## config.mk

```make
export PLATFORM = sky130hd
export DESIGN_NAME = lbvh_ss_search_ctl
export DESIGN_NICKNAME = d
export VERILOG_FILES = /design/src/hw/rtl/lbvh_ss_pkg.sv /design/src/hw/rtl/lbvh_ss_search_ctl.sv
export SDC_FILE = /design/constraint.sdc
export NUM_CORES = 1
export LEC_CHECK = 0
export ABC_CLOCK_PERIOD_IN_PS = 5540
export BUFFER_PORTS_ARGS = -buffer_cell sky130_fd_sc_hd__buf_2
export CAP_MARGIN = 20
export CORE_ASPECT_RATIO = 0.6
export CORE_MARGIN = 2
export CORE_UTILIZATION = 30
export CTS_CLUSTER_SIZE = 16
export DETAILED_ROUTE_END_ITERATION = 12
export HOLD_SLACK_MARGIN = 0.03
export PLACE_DENSITY = 0.47
export SLEW_MARGIN = 20
export SYNTH_ARGS = -nofsm -noshare
export SYNTH_HDL_FRONTEND = slang
export SYNTH_SLANG_ARGS = --single-unit
```

## constraint.sdc

```tcl
create_clock -name aclk -period 5.54 [get_ports aclk]
set_input_delay 0.277 -clock aclk [delete_from_list [all_inputs] [get_ports aclk]]
set_output_delay 0.277 -clock aclk [all_outputs]
set_load 0.01 [all_outputs]
```

## src/hw/rtl/lbvh_ss_pkg.sv

```systemverilog
// Shared types, constants and helper functions for the LBVH split search block.
// No dependencies; imported by every module of the block but the checker.
package lbvh_ss_pkg;

    localparam int CODE_DEPTH = 1024;
    localparam int IDX_W      = 10;
    localparam int CODE_W     = 64;
    localparam int ADDR_W     = $clog2(CODE_DEPTH);

    typedef enum logic {
        OP_WRITE = 1'b0,
        OP_QUERY = 1'b1
    } opcode_t;

    typedef enum logic [2:0] {
        ST_IDLE,
        ST_READ_LAST,
        ST_PREP,
        ST_SEARCH,
        ST_DONE
    } state_t;

    typedef struct packed {
        logic              we;
        logic [ADDR_W-1:0] waddr;
        logic [CODE_W-1:0] wdata;
        logic              re;
        logic [ADDR_W-1:0] raddr;
    } ram_req_t;

    function automatic logic in_range(input logic [IDX_W-1:0] idx);
        return (32'(idx) < 32'(CODE_DEPTH));
    endfunction

    function automatic logic [ADDR_W-1:0] to_addr(input logic [IDX_W-1:0] idx);
        return ADDR_W'(idx);
    endfunction

    // mark every bit at or above the highest set bit of d
    function automatic logic [CODE_W-1:0] top_mask(input logic [CODE_W-1:0] d);
        logic [CODE_W-1:0] p;
        p = d;
        p = p | (p >> 1);
        p = p | (p >> 2);
        p = p | (p >> 4);
        p = p | (p >> 8);
        p = p | (p >> 16);
        p = p | (p >> 32);
        return ~(p >> 1);
    endfunction

endpackage

```

## src/hw/rtl/lbvh_ss_search_ctl.sv

```systemverilog
// Sequencer and datapath of the split search: issues store reads and walks the halving steps.
// Depends on lbvh_ss_pkg; drives the request port of lbvh_ss_code_ram.
module lbvh_ss_search_ctl
    import lbvh_ss_pkg::*;
(
    input  logic              aclk,
    input  logic              aresetn,
    input  logic              in_valid,
    output logic              in_ready,
    input  opcode_t           opcode,
    input  logic [IDX_W-1:0]  slot,
    input  logic [CODE_W-1:0] code_value,
    input  logic [IDX_W-1:0]  first_index,
    input  logic [IDX_W-1:0]  last_index,
    output logic              out_valid,
    input  logic              out_ready,
    output logic [IDX_W-1:0]  split_index,
    output ram_req_t          ram_req,
    input  logic [CODE_W-1:0] ram_rdata
);

    state_t            state_reg, state_next;
    logic [CODE_W-1:0] lo_code_reg, lo_code_next;
    logic [CODE_W-1:0] mask_reg, mask_next;
    logic [IDX_W-1:0]  first_reg, first_next;
    logic [IDX_W-1:0]  last_reg, last_next;
    logic [IDX_W-1:0]  pos_reg, pos_next;
    logic [IDX_W-1:0]  stride_reg, stride_next;
    logic [IDX_W-1:0]  trial_reg, trial_next;
    logic              pend_reg, pend_next;
    logic              rd_zero_reg, rd_zero_next;
    logic [IDX_W-1:0]  result_reg, result_next;
    logic              out_valid_reg, out_valid_next;
    logic [IDX_W-1:0]  out_data_reg, out_data_next;

    logic [CODE_W-1:0] data_eff;
    logic              hit;
    logic [IDX_W-1:0]  pos_eff;
    logic [IDX_W-1:0]  stride_n;
    logic [IDX_W:0]    trial_n;
    logic              out_free;
    logic              accept;

    assign data_eff = rd_zero_reg ? '0 : ram_rdata;
    assign hit      = (((lo_code_reg ^ data_eff) & mask_reg) == '0);
    assign pos_eff  = (pend_reg && hit) ? trial_reg : pos_reg;
    assign stride_n = IDX_W'(({1'b0, stride_reg} + (IDX_W+1)'(1)) >> 1);
    assign trial_n  = {1'b0, pos_eff} + {1'b0, stride_n};
    assign out_free = !out_valid_reg || out_ready;
    assign in_ready = (state_reg == ST_IDLE);
    assign accept   = in_valid && in_ready;

    always_ff @(posedge aclk) begin
        if (!aresetn) begin
            state_reg     <= ST_IDLE;
            out_valid_reg <= 1'b0;
            pend_reg      <= 1'b0;
            rd_zero_reg   <= 1'b0;
        end else begin
            state_reg     <= state_next;
            out_valid_reg <= out_valid_next;
            pend_reg      <= pend_next;
            rd_zero_reg   <= rd_zero_next;
        end
        lo_code_reg  <= lo_code_next;
        mask_reg     <= mask_next;
        first_reg    <= first_next;
        last_reg     <= last_next;
        pos_reg      <= pos_next;
        stride_reg   <= stride_next;
        trial_reg    <= trial_next;
        result_reg   <= result_next;
        out_data_reg <= out_data_next;
    end

    always_comb begin
        state_next     = state_reg;
        lo_code_next   = lo_code_reg;
        mask_next      = mask_reg;
        first_next     = first_reg;
        last_next      = last_reg;
        pos_next       = pos_reg;
        stride_next    = stride_reg;
        trial_next     = trial_reg;
        pend_next      = pend_reg;
        rd_zero_next   = rd_zero_reg;
        result_next    = result_reg;
        out_valid_next = out_valid_reg && !out_ready;
        out_data_next  = out_data_reg;
        ram_req        = '0;

        unique case (state_reg)
            ST_IDLE: begin
                if (accept) begin
                    if (opcode == OP_WRITE) begin
                        ram_req.we    = in_range(slot);
                        ram_req.waddr = to_addr(slot);
                        ram_req.wdata = code_value;
                    end else begin
                        first_next = first_index;
                        last_next  = last_index;
                        if (last_index < first_index) begin
                            result_next = first_index;
                            state_next  = ST_DONE;
                        end else begin
                            ram_req.re    = 1'b1;
                            ram_req.raddr = to_addr(first_index);
                            rd_zero_next  = !in_range(first_index);
                            state_next    = ST_READ_LAST;
                        end
                    end
                end
            end
            ST_READ_LAST: begin
                lo_code_next  = data_eff;
                ram_req.re    = 1'b1;
                ram_req.raddr = to_addr(last_reg);
                rd_zero_next  = !in_range(last_reg);
                state_next    = ST_PREP;
            end
            ST_PREP: begin
                if (data_eff == lo_code_reg) begin
                    result_next = IDX_W'(({1'b0, first_reg} + {1'b0, last_reg}) >> 1);
                    state_next  = ST_DONE;
                end else begin
                    mask_next   = top_mask(lo_code_reg ^ data_eff);
                    pos_next    = first_reg;
                    stride_next = last_reg - first_reg;
                    pend_next   = 1'b0;
                    state_next  = ST_SEARCH;
                end
            end
            ST_SEARCH: begin
                pos_next  = pos_eff;
                pend_next = 1'b0;
                if (stride_reg <= IDX_W'(1)) begin
                    result_next = pos_eff;
                    state_next  = ST_DONE;
                end else begin
                    stride_next = stride_n;
                    trial_next  = IDX_W'(trial_n);
                    if (trial_n < {1'b0, last_reg}) begin
                        pend_next     = 1'b1;
                        ram_req.re    = 1'b1;
                        ram_req.raddr = to_addr(IDX_W'(trial_n));
                        rd_zero_next  = !in_range(IDX_W'(trial_n));
                    end
                end
            end
            ST_DONE: begin
                if (out_free) begin
                    out_valid_next = 1'b1;
                    out_data_next  = result_reg;
                    state_next     = ST_IDLE;
                end
            end
            default: begin
                state_next = ST_IDLE;
            end
        endcase
    end

    assign out_valid   = out_valid_reg;
    assign split_index = out_data_reg;

endmodule

```

==> qor.csv <==
stage,metric,value,unit
global_route,antenna violations before repair,7,
power_and_ir_drop,Final Power,4.27,mW
synthesis,Yosys cell types,60,
cts,"CTS clk-pin slew, worst paths",0.06,ns
cts,CTS tree,done,
cells_and_area,post-route cell area,0.0151,sq mm
worst_setup_path,Setup CP Type,flop to output port,
sta,setup repair after global routing missed its margin,yes,
power_and_ir_drop,sw power,1.15,mW
detailed_routing,Final ANT Viol Nets,0,
global_route,vias in the first global route,8144,
cells_and_area,synthesis-to-finish area growth,41.7,%
synthesis,top cell type's share of synthesized area,0.554,
run_status,failing checks,negative setup slack,
worst_setup_path,critical path required time,5.26,ns
detailed_routing,Routed WL,35.4,mm
power_and_ir_drop,Cell Int Power,3.12,mW
synthesis,Syn Area/Cell,12.0,sq um
power_and_ir_drop,worst vdd ir,0.159,mV
cells_and_area,max reg flops,64,
floorplanning,Ports,261,
run,Max Cap Violations,0,
cts,Clock Tree Buf Depth,3,
sta,Max-slew headroom,0.394,
sta,Final Skew,0.0159,ns
floorplanning,Die Width,247,microns
detailed_routing,starting DRC count in detailed routing,512,
cts,CTS buffer count,23,
cells_and_area,FF+latch area,0.00602,sq mm
placed_design,Detailed Place HPWL,26.9,mm
cells_and_area,most frequent cells in the layout,"257 x buf_2, 197 x edfxtp_1, 85 x dlygate4sd3_1",
worst_hold_path,Hold WC Path Type,primary input to flop,
cells_and_area,fin cells,1782,
sta,Hold Fails Final Rpt,0,
sta,Tmin final,5.95,ns
cells_and_area,post-layout net count,1513,
cells_and_area,final core utilization,0.432,
sta,setup ws final,-0.413,ns
synthesis,"Seq/Total Area, Yosys",0.564,
placed_design,pre-CTS setup slack,-0.0769,ns
synthesis,cell accounting for the most synthesized area,edfxtp_1,
placed_design,DP Cell Count,1648,
worst_setup_path,critical path data arrival time,5.68,ns
run_status,outcome,finished with violations,
worst_hold_path,Hold Startpoint,out_ready,
synthesis,mapped cell area,0.0107,sq mm
worst_setup_path,worst r2r src,lo_code_reg[29]$_DFFE_PN_,
synthesis,synth warn,0,
power_and_ir_drop,Clock Power Share,0.368,
synthesis,Most used DFF post-synth,edfxtp_1,
power_and_ir_drop,Pleak,6.51,nW
cts,TritonCTS Sinks,202,
cells_and_area,fillcell total,3409,
worst_setup_path,CP Launch Type,flop,
synthesis,#FFs+latches synth,202,
placed_design,port buffer count,260,
global_route,largest net degree at the start of global routing,76,
detailed_routing,wire per inst,19.9,microns
power_and_ir_drop,Sw Share,0.269,
cells_and_area,layout cell share with drive strength beyond 1,0.330,
worst_setup_path,start point of the critical path,lo_code_reg[29]$_DFFE_PN_,
worst_setup_path,type of element capturing the critical path,output port,
worst_setup_path,critical path peak fanout,6,
detailed_routing,DR vias/cell,4.67,
detailed_routing,drt pass-1 iters,5,
cts,"Clk Latency, worst-skew pair",0.52,ns
sta,Final Slew Violations,0,
sta,FMAX,0.168,GHz
synthesis,ranking of synthesized cells by area,"edfxtp_1 55%, xor2_1 6.2%, ha_1 5.9%, and2_1 4.5%, inv_1 2.5%",
floorplanning,# rows,53,
detailed_routing,vias,8323,
floorplanning,die area,0.0371,sq mm
sta,Least-Margin Pin Slew,0.909,ns
global_route,GRT overflow,0,
power_and_ir_drop,Pwr per Cell Area,283,mW/mm^2
synthesis,Syn Nets,1102,
synthesis,async set or reset register ratio after synthesis,0,
cells_and_area,multi-input logic area,0.00477,sq mm
synthesis,Post-synth EDFFs,197,
sta,Hold Slack,0.149,ns
sta,setup tns final,-3.79,ns
detailed_routing,DRC violations left,0,
synthesis,Post-Synthesis Cells,886,
sta,Final setup viols,11,
cts,CTS root buffer,clkbuf_16,
power_and_ir_drop,Gate power share,0.204,
power_and_ir_drop,part of the power in registers,0.428,
global_route,global-route wire length before repair,51.0,mm
placed_design,Placed Area,0.0129,sq mm
floorplanning,die height,150,microns
floorplanning,Initial Utilization,0.305,
placed_design,routability congestion estimate,0.819,
sta,Tcrit/Tclk final,1.07,
global_route,Total Routing Usage GR,0.186,
floorplanning,core area,0.0350,sq mm
cts,H-tree depth,1,
cells_and_area,"most common cell after layout, fill and taps aside",buf_2,
[cells by family (layout without fill, tap and decap cells)]
| kind of cell | after synthesis | count (layout) | share of synthesized area |
|---|---|---|---|
| AO/OA/AOI/OAI | 160 | 160 | 0.106 |
| XOR/XNOR | 98 | 98 | 0.0804 |
| adder cells (fa/ha/maj) | 53 | 53 | 0.0643 |
| buffers and inverters | 92 | 517 | 0.0335 |
| flip-flops | 202 | 202 | 0.564 |
| multiplexers | 11 | 11 | 0.0118 |
| other | 0 | 4 | 0 |
| AND/OR/NAND/NOR | 270 | 270 | 0.140 |
[repair_timing]
item	in CTS	in global routing
hold endpoints to repair	87	0
gates cloned	0	1
pin swaps	5	32
gates resized for setup	32	57
hold buffers	85	0
setup endpoints to repair	11	11
buffers inserted	2	4
[power groups by stage]
| stage | Combinational (mW) | Sequential [mW] | Clock (mW) |
|---|---|---|---|
| 6_report | 0.871 | 1.83 | 1.57 |
| 5_1_grt | 0.949 | 1.83 | 1.68 |
| 4_1_cts | 0.820 | 1.82 | 1.62 |
| 3_5_place_dp | 0.743 | 1.85 | 0 |
| 3_3_place_gp | 0.743 | 1.85 | 0 |
| 2_1_floorplan | 0.395 | 1.85 | 0 |
[final timing paths]
check | cells after the start | slack [ns] | to
worst max-delay path | 24 | -0.41 | ram_req[0]
worst min-delay path | 3 | 0.15 | out_valid$_SDFF_PN0_
worst max register to register | 24 | 0.39 | pend_reg$_SDFFE_PN0P_
worst min register to register | 0 | 0.42 | split_index[5]$_DFFE_PP_
[metal layers]
layer  track usage  vias up  part of all wire
met5             0        -           0.00045
met4        0.0425        2             0.021
met3        0.0509       45             0.072
met2         0.260      270              0.41
met1         0.281     3989              0.50
li1              -     4017                 -
[synthesized netlist by cell type (all sizes together), types with 2 or more instances]
| library cell | count |
|---|---|
| edfxtp | 197 |
| and2 | 77 |
| xor2 | 76 |
| inv | 71 |
| nor2 | 55 |
| ha | 50 |
| nand2 | 44 |
| a21oi | 31 |
| o21ai | 29 |
| nor3 | 22 |
| xnor2 | 22 |
| a22o | 19 |
| a21o | 17 |
| a221oi | 15 |
| clkbuf | 15 |
| o21a | 12 |
| or2 | 10 |
| and3 | 9 |
| nand3 | 9 |
| nor4 | 9 |
| mux2i | 8 |
| nand2b | 8 |
| nor2b | 8 |
| o21bai | 8 |
| or3 | 8 |
| nand4 | 7 |
| buf | 6 |
| dfxtp | 5 |
| o211ai | 5 |
| a211oi | 4 |
| a222oi | 3 |
| fa | 3 |
| mux2 | 3 |
| a21boi | 2 |
| a22oi | 2 |
| a31oi | 2 |
| o2bb2ai | 2 |
| o31ai | 2 |
| or4 | 2 |
[final cells by class]
cell class | instances | share of cell area
Antenna cell | 4 | 0.000662
Clock buffer | 30 | 0.0398
Clock inverter | 9 | 0.00960
Inverter | 71 | 0.0176
Multi-Input combinational cell | 592 | 0.315
Sequential cell | 202 | 0.398
Tap cell | 467 | 0.0386
Timing Repair Buffer | 407 | 0.180
[critical path, cell delays in order (launching register included)]
cell and delay (ns):
edfxtp_1 0.42, xor2_2 0.21, a22o_4 0.28, a221oi_4 0.24, nand4_1 0.13, or4_4 0.57
buf_12 0.17, buf_8 0.12, mux2_4 0.33, ha_4 0.17, a21oi_4 0.17, a21boi_2 0.09
a41oi_4 0.27, buf_6 0.16, buf_6 0.09, o21bai_4 0.07, xor2_2 0.16, ha_1 0.30
o2111ai_2 0.08, and3_1 0.19, o31a_1 0.16, buf_12 0.17, a222oi_1 0.36, inv_1 0.10
buf_6 0.13
No activity file was read; power rests on OpenSTA's default activity.
